`src/hw/rtl/bde_pkg.sv`:
```
`timescale 1ns / 1ps
`default_nettype none
// bde_pkg: shared types and constants for the button debounce event block.
// No dependencies; used by bde_core, bde_out_buf, the top level and the checker.

package bde_pkg;

  localparam int unsigned DBT_W   = 8;
  localparam int unsigned TICK_W  = 16;
  localparam int unsigned CLICK_W = 8;
  localparam int unsigned CIDX_W  = 8;
  localparam int unsigned CDAT_W  = 16;

  localparam logic [TICK_W-1:0]  TICK_MAX  = 16'hFFFF;
  localparam logic [CLICK_W-1:0] CLICK_MAX = 8'hFF;

  // register indexes
  localparam logic [CIDX_W-1:0] REG_DEBOUNCE    = 8'd0;
  localparam logic [CIDX_W-1:0] REG_LONG_PRESS  = 8'd1;
  localparam logic [CIDX_W-1:0] REG_CLICK_GAP   = 8'd2;
  localparam logic [CIDX_W-1:0] REG_HOLD_REPEAT = 8'd3;

  // register reset values
  localparam logic [DBT_W-1:0]  DEBOUNCE_RST    = 8'd3;
  localparam logic [TICK_W-1:0] LONG_PRESS_RST  = 16'd200;
  localparam logic [TICK_W-1:0] CLICK_GAP_RST   = 16'd60;
  localparam logic [TICK_W-1:0] HOLD_REPEAT_RST = 16'd20;

  typedef enum logic [2:0] {
    EV_NONE    = 3'd0,
    EV_PRESS   = 3'd1,
    EV_RELEASE = 3'd2,
    EV_LONG    = 3'd3,
    EV_CLICK   = 3'd4,
    EV_HOLD    = 3'd5
  } event_t;

  typedef enum logic [3:0] {
    ST_IDLE     = 4'b0001,
    ST_PRESSED  = 4'b0010,
    ST_RELEASED = 4'b0100,
    ST_HOLD     = 4'b1000
  } state_t;

  typedef struct packed {
    logic [DBT_W-1:0]  debounce_ticks;
    logic [TICK_W-1:0] long_press_ticks;
    logic [TICK_W-1:0] click_gap_ticks;
    logic [TICK_W-1:0] hold_repeat_ticks;
  } cfg_t;

  typedef struct packed {
    event_t             event_code;
    logic               event_fired;
    logic [CLICK_W-1:0] click_count;
    logic               stable_level;
  } result_t;

endpackage

`default_nettype wire

```
`src/hw/rtl/bde_core.sv`:
```
`timescale 1ns / 1ps
`default_nettype none
// bde_core: debounce filter, tick/click counters and the event state machine.
// Depends on bde_pkg. Advances one tick per asserted step.

module bde_core (
  input  wire logic           clk,
  input  wire logic           rst_n,
  input  wire logic           step,
  input  wire logic           raw_level,
  input  bde_pkg::cfg_t       cfg,
  output bde_pkg::result_t    res
);

  logic                         stable_r, stable_nxt;
  logic [bde_pkg::DBT_W-1:0]    dbc_r, dbc_nxt;
  bde_pkg::state_t              state_r, state_nxt;
  logic [bde_pkg::TICK_W-1:0]   tick_r, tick_nxt;
  logic [bde_pkg::CLICK_W-1:0]  press_r, press_nxt;
  bde_pkg::event_t              last_ev_r, last_ev_nxt;

  logic [bde_pkg::DBT_W-1:0]    dbc_inc;
  logic [bde_pkg::TICK_W-1:0]   tick_up;
  logic [bde_pkg::CLICK_W-1:0]  press_inc;
  logic                         fired;

  assign dbc_inc   = dbc_r + 1'b1;
  assign press_inc = (press_r != bde_pkg::CLICK_MAX) ? press_r + 1'b1 : press_r;

  // debounce: new level only after enough differing ticks in a row
  always_comb begin
    stable_nxt = stable_r;
    dbc_nxt    = '0;
    if (raw_level != stable_r) begin
      if (dbc_inc >= cfg.debounce_ticks) begin
        stable_nxt = raw_level;
      end else begin
        dbc_nxt = dbc_inc;
      end
    end
  end

  assign tick_up = (state_r != bde_pkg::ST_IDLE && tick_r != bde_pkg::TICK_MAX) ?
                   tick_r + 1'b1 : tick_r;

  always_comb begin
    state_nxt   = state_r;
    tick_nxt    = tick_up;
    press_nxt   = press_r;
    last_ev_nxt = last_ev_r;
    fired       = 1'b0;
    unique case (state_r)
      bde_pkg::ST_IDLE: begin
        if (stable_nxt) begin
          last_ev_nxt = bde_pkg::EV_PRESS;
          fired       = 1'b1;
          press_nxt   = press_inc;
          tick_nxt    = '0;
          state_nxt   = bde_pkg::ST_PRESSED;
        end else begin
          last_ev_nxt = bde_pkg::EV_NONE;
        end
      end
      bde_pkg::ST_PRESSED: begin
        if (!stable_nxt) begin
          last_ev_nxt = bde_pkg::EV_RELEASE;
          fired       = 1'b1;
          tick_nxt    = '0;
          state_nxt   = bde_pkg::ST_RELEASED;
        end else if (tick_up >= cfg.long_press_ticks) begin
          last_ev_nxt = bde_pkg::EV_LONG;
          fired       = 1'b1;
          press_nxt   = '0;
          tick_nxt    = '0;
          state_nxt   = bde_pkg::ST_HOLD;
        end
      end
      bde_pkg::ST_RELEASED: begin
        if (stable_nxt) begin
          last_ev_nxt = bde_pkg::EV_PRESS;
          fired       = 1'b1;
          press_nxt   = press_inc;
          tick_nxt    = '0;
          state_nxt   = bde_pkg::ST_PRESSED;
        end else if (tick_up >= cfg.click_gap_ticks) begin
          last_ev_nxt = bde_pkg::EV_CLICK;
          fired       = 1'b1;
          press_nxt   = '0;
          tick_nxt    = '0;
          state_nxt   = bde_pkg::ST_IDLE;
        end
      end
      bde_pkg::ST_HOLD: begin
        if (!stable_nxt) begin
          last_ev_nxt = bde_pkg::EV_RELEASE;
          fired       = 1'b1;
          press_nxt   = '0;
          tick_nxt    = '0;
          state_nxt   = bde_pkg::ST_IDLE;
        end else if (tick_up >= cfg.hold_repeat_ticks) begin
          last_ev_nxt = bde_pkg::EV_HOLD;
          fired       = 1'b1;
          tick_nxt    = '0;
        end
      end
      default: begin
        state_nxt = bde_pkg::ST_IDLE;
      end
    endcase
  end

  always_ff @(posedge clk) begin
    if (!rst_n) begin
      stable_r  <= 1'b0;
      dbc_r     <= '0;
      state_r   <= bde_pkg::ST_IDLE;
      tick_r    <= '0;
      press_r   <= '0;
      last_ev_r <= bde_pkg::EV_NONE;
    end else if (step) begin
      stable_r  <= stable_nxt;
      dbc_r     <= dbc_nxt;
      state_r   <= state_nxt;
      tick_r    <= tick_nxt;
      press_r   <= press_nxt;
      last_ev_r <= last_ev_nxt;
    end
  end

  assign res.event_code   = last_ev_nxt;
  assign res.event_fired  = fired;
  assign res.click_count  = press_nxt;
  assign res.stable_level = stable_nxt;

endmodule

`default_nettype wire

```
`src/hw/rtl/bde_out_buf.sv`:
```
`timescale 1ns / 1ps
`default_nettype none
// bde_out_buf: output register plus one skid entry for result words.
// Depends on bde_pkg. full is registered and backs up the input side.

module bde_out_buf (
  input  wire logic         clk,
  input  wire logic         rst_n,
  input  wire logic         load,
  input  bde_pkg::result_t  load_data,
  output logic              full,
  output logic              out_valid,
  output bde_pkg::result_t  out_data,
  input  wire logic         out_stall
);

  logic             out_valid_r, out_valid_nxt;
  logic             skid_valid_r, skid_valid_nxt;
  bde_pkg::result_t out_data_r, out_data_nxt;
  bde_pkg::result_t skid_data_r, skid_data_nxt;
  logic             out_free;

  // output slot can take a word this cycle
  assign out_free = !out_valid_r || !out_stall;

  always_comb begin
    out_valid_nxt  = out_valid_r;
    skid_valid_nxt = skid_valid_r;
    out_data_nxt   = out_data_r;
    skid_data_nxt  = skid_data_r;
    if (out_free) begin
      if (skid_valid_r) begin
        out_valid_nxt  = 1'b1;
        out_data_nxt   = skid_data_r;
        skid_valid_nxt = 1'b0;
      end else if (load) begin
        out_valid_nxt = 1'b1;
        out_data_nxt  = load_data;
      end else begin
        out_valid_nxt = 1'b0;
      end
    end else if (load) begin
      skid_valid_nxt = 1'b1;
      skid_data_nxt  = load_data;
    end
  end

  always_ff @(posedge clk) begin
    if (!rst_n) begin
      out_valid_r  <= 1'b0;
      skid_valid_r <= 1'b0;
    end else begin
      out_valid_r  <= out_valid_nxt;
      skid_valid_r <= skid_valid_nxt;
    end
    out_data_r  <= out_data_nxt;
    skid_data_r <= skid_data_nxt;
  end

  assign full      = skid_valid_r;
  assign out_valid = out_valid_r;
  assign out_data  = out_data_r;

endmodule

`default_nettype wire

```
`src/hw/rtl/button_debounce_event_fsm_top.sv`:
```
`timescale 1ns / 1ps
`default_nettype none
// Button debounce and event machine, top level: config registers, core, output buffer.
// Depends on bde_pkg, bde_core and bde_out_buf.
//
// Each input word is one scan tick carrying the raw button level. The block takes
// one tick per clock while in_stall is low and returns exactly one result word per
// tick; the tick's whole update (debounce, counters, state machine) is a single pass
// of logic into the state and output or skid registers. Results sit in an
// output register backed by one skid entry, so in_stall rises only once two result
// words wait on a stalled output. A level change is taken as stable after it has
// differed for debounce_ticks ticks in a row; the machine then gives press, release,
// long press, click (after click_gap_ticks released) and hold events (every
// hold_repeat_ticks after a long press). event_code repeats the last event on quiet
// ticks outside idle (none in idle); event_fired marks a tick that raised one. Config
// writes are always ready and apply from the next tick; unmapped indexes are ignored.

module button_debounce_event_fsm_top (
  input  wire logic                        clk,
  input  wire logic                        rst_n,
  // tick input
  input  wire logic                        in_valid,
  output logic                             in_stall,
  input  wire logic                        in_raw_level,
  // result output
  output logic                             out_valid,
  input  wire logic                        out_stall,
  output logic [2:0]                       out_event_code,
  output logic                             out_event_fired,
  output logic [bde_pkg::CLICK_W-1:0]      out_click_count,
  output logic                             out_stable_level,
  // config writes
  input  wire logic                        cfg_valid,
  output logic                             cfg_ready,
  input  wire logic [bde_pkg::CIDX_W-1:0]  cfg_index,
  input  wire logic [bde_pkg::CDAT_W-1:0]  cfg_data
);

  bde_pkg::cfg_t    cfg_r;
  bde_pkg::result_t core_res;
  bde_pkg::result_t buf_res;
  logic             in_accept;
  logic             buf_full;

  assign cfg_ready = 1'b1;
  assign in_accept = in_valid && !buf_full;
  assign in_stall  = buf_full;

  // config register file
  always_ff @(posedge clk) begin
    if (!rst_n) begin
      cfg_r.debounce_ticks    <= bde_pkg::DEBOUNCE_RST;
      cfg_r.long_press_ticks  <= bde_pkg::LONG_PRESS_RST;
      cfg_r.click_gap_ticks   <= bde_pkg::CLICK_GAP_RST;
      cfg_r.hold_repeat_ticks <= bde_pkg::HOLD_REPEAT_RST;
    end else if (cfg_valid && cfg_ready) begin
      unique case (cfg_index)
        bde_pkg::REG_DEBOUNCE:    cfg_r.debounce_ticks    <= cfg_data[bde_pkg::DBT_W-1:0];
        bde_pkg::REG_LONG_PRESS:  cfg_r.long_press_ticks  <= cfg_data;
        bde_pkg::REG_CLICK_GAP:   cfg_r.click_gap_ticks   <= cfg_data;
        bde_pkg::REG_HOLD_REPEAT: cfg_r.hold_repeat_ticks <= cfg_data;
        default: ;  // unmapped index: dropped
      endcase
    end
  end

  bde_core u_core (
    .clk       (clk),
    .rst_n     (rst_n),
    .step      (in_accept),
    .raw_level (in_raw_level),
    .cfg       (cfg_r),
    .res       (core_res)
  );

  bde_out_buf u_out_buf (
    .clk       (clk),
    .rst_n     (rst_n),
    .load      (in_accept),
    .load_data (core_res),
    .full      (buf_full),
    .out_valid (out_valid),
    .out_data  (buf_res),
    .out_stall (out_stall)
  );

  assign out_event_code   = buf_res.event_code;
  assign out_event_fired  = buf_res.event_fired;
  assign out_click_count  = buf_res.click_count;
  assign out_stable_level = buf_res.stable_level;

endmodule

`default_nettype wire

```
`config.mk`:
```
export PLATFORM = sky130hd
export DESIGN_NAME = button_debounce_event_fsm_top
export DESIGN_NICKNAME = d
export VERILOG_FILES = /design/src/hw/rtl/bde_pkg.sv /design/src/hw/rtl/bde_core.sv /design/src/hw/rtl/bde_out_buf.sv /design/src/hw/rtl/button_debounce_event_fsm_top.sv
export SDC_FILE = /design/constraint.sdc
export NUM_CORES = 1
export LEC_CHECK = 0
export ABC_CLOCK_PERIOD_IN_PS = 11800
export BUFFER_PORTS_ARGS = -buffer_cell sky130_fd_sc_hd__buf_2
export CORE_UTILIZATION = 50
export CTS_CLUSTER_DIAMETER = 60
export DETAILED_ROUTE_END_ITERATION = 10
export PLACE_DENSITY = 0.72
export SLEW_MARGIN = 25
export SYNTH_ARGS = -nofsm -noshare
export SYNTH_HDL_FRONTEND = slang
export SYNTH_SLANG_ARGS = --single-unit
```
`constraint.sdc`:
```
create_clock -name clk -period 11.8 [get_ports clk]
set_clock_uncertainty 0.1 [all_clocks]
set_input_delay 1.77 -clock clk [delete_from_list [all_inputs] [get_ports clk]]
set_output_delay 1.77 -clock clk [all_outputs]
set_load 0.1 [all_outputs]
```
==> impl_metrics.yaml, run 1 <==
floorplanning:
  core_region_area_mm2: 0.0139
  dieArea_mm2: 0.0147
  fp.dieH_um: 121
  ioPinCount: 46
  row_count: 43
  die_x_um: 121
  initial_utilization_pct: 51.3
timing:
  hold_viol: 0
  fin_setup_tns_ns: 0
  post-route-min-period_ns: 4.91
  setup_viol: 0
  rsz0062_at_grt: "no"
  period_share_pct: 41.6
  max-slew-margin-rel_pct: 37.5
  slew_violations: 0
  worst_slew_pin_slew_ns: 0.930
  max_freq_mhz: 204
clock_network:
  cts_buffer_depth: 2
  htree_levels: 4
  cts_sinks: 124
  worstSkewPairLatency_ns: 0.42
  cts_setup_buffers: 0
  holdBufCountCts: 0
  cts_resized: 0
  numCtsBuffers: 17
  path_clk_slew_ns: 0.06
  cts_root_buf: "clkbuf_16"
  cts_tree: "done"
yosys:
  avgSynthCellArea_um2: 8.48
  synth_edf_count: 26
  ys_seq_area_share_pct: 38.5
  ys.flop_type: "dfxtp_1"
  synth_top_area_share_pct: 27.6
  synth_top_cell_by_area: "dfxtp_1"
  yosysMostFrequentCell: "nand2_1"
  synth_area_mm2: 0.00712
  synthTopCellsByCount: "nand2_1 (147), dfxtp_1 (98), a21oi_1 (88)"
  postSynthCellCount: 839
  synth_cell_types: 75
  yosys-top-cells-area: "dfxtp_1 (28%), edfxtp_1 (11%), ha_1 (10%), nand2_1 (7.8%), a21oi_1 (6.2%)"
  ys.warnings.count: 0
  async_reset_ff_share_pct: 0
  syn_nets: 928
  ys_ff_latch: 124
route:
  drtIter0Drc: 343
  routed_wl_mm: 16.3
  vias: 5924
  postRouteAntennaNets: 0
  routedWlPerCell_um: 15.3
  dr.pass1.iters: 5
  drc_errors: 0
  vias_per_cell: 5.58
flow_run:
  drv_cap: 0
cells_and_area:
  finalNetCount: 958
  final_core_util_pct: 58.1
  area_growth_syn_to_layout_pct: 13.3
  final_area_mm2: 0.00806
  drive_gt1_share_pct: 12.4
  diodes: 0
  stdcell_count: 1062
global_routing:
  antenna_found_initial: 0
  grtUsageTotal_pct: 23.7
  grt_pass1_vias: 5562
  grt_max_degree: 75
  grt.overflow.total: 0
  grt_pass1_wl_mm: 27.3
critical_path:
  endpoint: "u_core.tick_r[1]$_SDFFE_PN0P_"
  required_ns: 12.01
  cp_slowest_cell: "o21ai_1"
  crit_start: "u_core.state_r[2]$_SDFFE_PN0P_"
  reg2reg_to: "u_core.tick_r[1]$_SDFFE_PN0P_"
  r2r_cells: 15
  path_cells: "or4b_1, nand2_1, a41o_1, nor2_2, nand2_1, xnor2_1, ha_1, nand4_1, nor4_1, a32oi_1, o211ai_1, a211oi_2, o21ai_1, nor2_1, a32o_1"
  startpoint_type: "register"
  cp_common_cell: "nand2_1"
  rrSetupSlack_ns: 6.89
  setup.worst_path.class: "register to register"
  end_kind: "register"
  slowest_delay_ns: 0.77
  crit_arrival_ns: 5.12
  path_max_fanout: 13
  r2r_start: "u_core.state_r[2]$_SDFFE_PN0P_"
worst_hold_path:
  min_path_type: "register to register"
status:
  status: "finished, final reports clean"
power_and_ir_drop:
  power_density_mw_per_mm2: 144
  ir_drop_mv: 0.0906
  fin_total_pwr_mw: 1.16
  p_leak_nw: 3.20
placed_design:
  place_area_mm2: 0.00743
  hpwl_mm: 11.5
  place.gp.congestion: 0.845
  numPortBuffers: 44
  dp_cells: 1030
-- where the power goes --
| part | internal [mW] | switching (mW) |
|---|---|---|
| logic | 0.0420 | 0.111 |
| clock network | 0.373 | 0.187 |
| registers | 0.444 | 0.00708 |
| total | 0.859 | 0.305 |
-- routing by layer --
metal	up-vias	global-route usage (%)	share of wire [%]
li1	3028	-	-
met1	2752	32.2	50
met2	127	36.9	45
met3	17	4.89	4.1
met4	0	8.56	1.6
met5	-	0	0
-- final cells by class --
type / count / area (µm²)
inverter: 62 / 235
tap: 180 / 225
timing repair buffer: 48 / 250
clock inverter: 12 / 195
sequential: 124 / 2740
multi-input combinational: 616 / 3980
clock buffer: 20 / 437
fill: 1286 / 5820
-- kinds of logic after synthesis --
group	after synthesis	synth area share, %
multiplexers	17	2.55
XOR/XNOR	29	3.57
flip-flops	124	38.5
buffers and inverters	99	5.64
other	1	0.0527
adder cells (fa/ha/maj)	59	10.4
AND/OR/NAND/NOR	303	20.2
AO/OA/AOI/OAI	207	19.0
-- worst max-delay path, delay by kind of cell, from the launching register on --
kind / cells / cell delay [ns]
AND/OR/NAND/NOR: 7 / 1.64
adder cells (fa/ha/maj): 1 / 0.34
XOR/XNOR: 1 / 0.19
AO/OA/AOI/OAI: 6 / 1.99
flip-flops: 1 / 0.53
-- layout by cell type, fill, tap and decap left out, types with 14 or more instances in the layout --
master and instances:
nand2_1 147, dfxtp_1 98, a21oi_1 87, inv_1 60, ha_1 59, nor2_1 52
buf_2 44, o21ai_0 27, edfxtp_1 26, and3_1 21, nand3_1 18, clkbuf_16 17
xnor2_1 16, o211ai_1 14
-- through the flow --
stage | worst slack, ns | hold slack (ns)
after floorplan | 7.99 | 0.332
after global placement | 7.10 | 0.339
after detailed placement | 6.93 | 0.344
after CTS | 6.91 | 0.351
after global routing | 6.41 | 0.373
final | 6.89 | 0.352
-- state kept, by name (all words and copies together) (netlist names) --
register and count:
u_out_buf.out_valid 1, u_out_buf.out_data 13, u_out_buf.skid_data_r 13, u_core.dbc_r 8
u_core.state_r 4, cfg_r 56, u_out_buf.full 1, u_core.tick_r 16
u_core.last_ev_r 3, u_core.press_r 8, u_core.stable_r 1
-- how the worst min path moves through the flow --
stage,start,end,slack (ns),depth (start not counted)
finish,cfg_r[25]$_SDFFE_PN0P_,cfg_r[25]$_SDFFE_PN0P_,0.35,2
global route,cfg_r[33]$_SDFFE_PN0P_,cfg_r[33]$_SDFFE_PN0P_,0.37,2
floorplan,cfg_r[10]$_SDFFE_PN0P_,cfg_r[10]$_SDFFE_PN0P_,0.33,2
global placement,cfg_r[23]$_SDFFE_PN0P_,cfg_r[23]$_SDFFE_PN0P_,0.34,2
CTS,cfg_r[6]$_SDFFE_PN0P_,cfg_r[6]$_SDFFE_PN0P_,0.35,2
detailed placement,cfg_r[6]$_SDFFE_PN0P_,cfg_r[6]$_SDFFE_PN0P_,0.34,2
No activity file was read; power rests on OpenSTA's default activity.
==> run 2, diff against run 1 <==
- ABC_CLOCK_PERIOD_IN_PS: 11800 -> 5050
- clock period: 11.8 -> 5.05 ns (I/O delays scaled with it)
==> run 2 against run 1 <==
Net effect: core utilization grew 0.54 points; critical endpoint is now u_core.tick_r[11]$_SDFFE_PN0P_; wire length grew 3.0%; die area is the same; fmax grew 11%; cell count grew 0.38%; combinational power grew 140%; worst setup slack lost 6.3 ns; clock-buffer cell count shrank 2; clock power grew to 2.5 times the previous value; first-iteration DRC count grew 6.4%.
==> impl_metrics.yaml, run 2 (same netlist as run 1, synthesis figures left out) <==
cells_and_area:
  diodes: 0
  drive_gt1_share_pct: 13.1
  area_growth_syn_to_layout_pct: 14.4
  reg_top3: "cfg_r (56), u_core.tick_r (16)"
  final_core_util_pct: 58.6
  layout_common_cells: "nand2_1 (147), dfxtp_1 (98), a21oi_1 (88)"
  largest_reg_flops: 56
  top_register: "cfg_r"
  finalNetCount: 962
  ff_latch_area_mm2: 0.00274
  multi_input_area_mm2: 0.00397
  nFillCells: 1240
  final_common_cell: "nand2_1"
clock_network:
  worstSkewPairLatency_ns: 0.42
  htree_levels: 4
  numCtsBuffers: 17
  cts_root_buf: "clkbuf_16"
  cts_setup_buffers: 0
  cts_buffer_depth: 2
  path_clk_slew_ns: 0.06
  cts_tree: "done"
  holdBufCountCts: 0
  cts_sinks: 124
  cts_resized: 0
route:
  routed_wl_mm: 16.8
  drtIter0Drc: 365
  vias_per_cell: 5.66
  dr.pass1.iters: 5
  drc_errors: 0
  vias: 6029
  postRouteAntennaNets: 0
  routedWlPerCell_um: 15.7
floorplanning:
  fp.dieH_um: 121
  die_x_um: 121
  core_region_area_mm2: 0.0139
  row_count: 43
  dieArea_mm2: 0.0147
  ioPinCount: 46
  initial_utilization_pct: 51.3
critical_path:
  cpLargestDelayFamily: "compound AO/OA/AOI/OAI gates"
  r2r_start: "u_core.state_r[2]$_SDFFE_PN0P_"
  end_kind: "register"
  startpoint_type: "register"
  setup.worst_path.class: "register to register"
  cp_num_buf_inv: 2
  path_max_fanout: 13
  crit_start: "u_core.state_r[2]$_SDFFE_PN0P_"
  slowest_delay_ns: 0.52
  crit_arrival_ns: 4.68
  cp_slowest_cell: "dfxtp_1"
  required_ns: 5.30
  path_cells: "or4b_1, nand2_1, a41o_1, nor2_2, nand2_1, xnor2_1, ha_1, o2111ai_1, inv_1, a221oi_1, o31ai_2, o21ai_1, o21ai_1, buf_4, or4_1, a21oi_1"
power_and_ir_drop:
  clkPwrFrac_pct: 49.6
  power_switching_uw: 738
  p_int_mw: 2.08
  combPwrFrac_pct: 13.0
  ir_drop_mv: 0.212
  pwr-share-seq_pct: 37.4
  power_density_mw_per_mm2: 346
  sw_frac_of_total_pct: 26.2
  p_leak_nw: 3.24
timing:
  period_share_pct: 87.6
  fin_setup_tns_ns: 0
  rsz0062_at_grt: "no"
  slew_violations: 0
  hold_viol: 0
  max-slew-margin-rel_pct: 40.7
  worst_hold_slack_ns: 0.348
  worst_slew_pin_slew_ns: 0.882
  setup_viol: 0
  post-route-min-period_ns: 4.42
  max_freq_mhz: 226
placed_design:
  place.gp.congestion: 0.850
  numPortBuffers: 44
  hpwl_mm: 11.9
flow_run:
  drv_cap: 0
global_routing:
  grt_pass1_vias: 5566
  grt_pass1_wl_mm: 27.8
  grtUsageTotal_pct: 24.2
  grt_max_degree: 42
  antenna_found_initial: 0
  grt.overflow.total: 0
worst_hold_path:
  hold_path_startpoint: "cfg_r[7]$_SDFFE_PN0P_"
  min_path_type: "register to register"
status:
  status: "finished, final reports clean"
## run 2: power groups by stage
stage	logic, mW	clock network (mW)	registers [mW]
after floorplan	0.207	0	1.14
after global placement	0.360	0	1.07
after detailed placement	0.359	0	1.07
after CTS	0.364	1.41	1.05
after global routing	0.395	1.45	1.06
final	0.367	1.40	1.05
## run 2: stage by stage
step / std cells / instance area, µm² / setup slack, ns / total power [mW]
CTS: 1066 / 8140 / 0.587 / 2.83
detailed placement: 1034 / 7460 / 0.611 / 1.43
floorplan: 839 / 7120 / 1.24 / 1.35
global placement: 1034 / 7450 / 0.631 / 1.43
global route: 1066 / 8140 / 0.235 / 2.90
finish: 1066 / 8140 / 0.625 / 2.82
## run 2: area by class of cell
| cell class | instances | share of cell area [%] |
|---|---|---|
| multi-input combinational | 616 | 48.8 |
| tap | 180 | 2.77 |
| timing repair buffer | 52 | 3.44 |
| clock buffer | 18 | 5.40 |
| clock inverter | 14 | 2.97 |
| sequential | 124 | 33.7 |
| inverter | 62 | 2.89 |
## run 2: layer usage
| metal | wire length (µm) | share of wire [%] | track usage, % | vias to the layer above |
|---|---|---|---|---|
| met1 | 8160 | 49 | 32.5 | 2824 |
| li1 | - | - | - | 3038 |
| met4 | 275 | 1.6 | 8.49 | 0 |
| met3 | 747 | 4.5 | 5.12 | 24 |
| met5 | 0 | 0 | 0 | - |
| met2 | 7580 | 45 | 38.1 | 143 |
## run 2: final timing paths
kind,depth (start not counted),slack [ns],end
min reg2reg,2,0.35,cfg_r[7]$_SDFFE_PN0P_
max,16,0.63,u_core.tick_r[11]$_SDFFE_PN0P_
max reg2reg,16,0.63,u_core.tick_r[11]$_SDFFE_PN0P_
min,2,0.35,cfg_r[7]$_SDFFE_PN0P_
## run 2: worst min-delay path, cell delays in order, from the launching register on
cell and delay [ns]:
dfxtp_1 0.30, nand2_1 0.05, a21oi_1 0.05
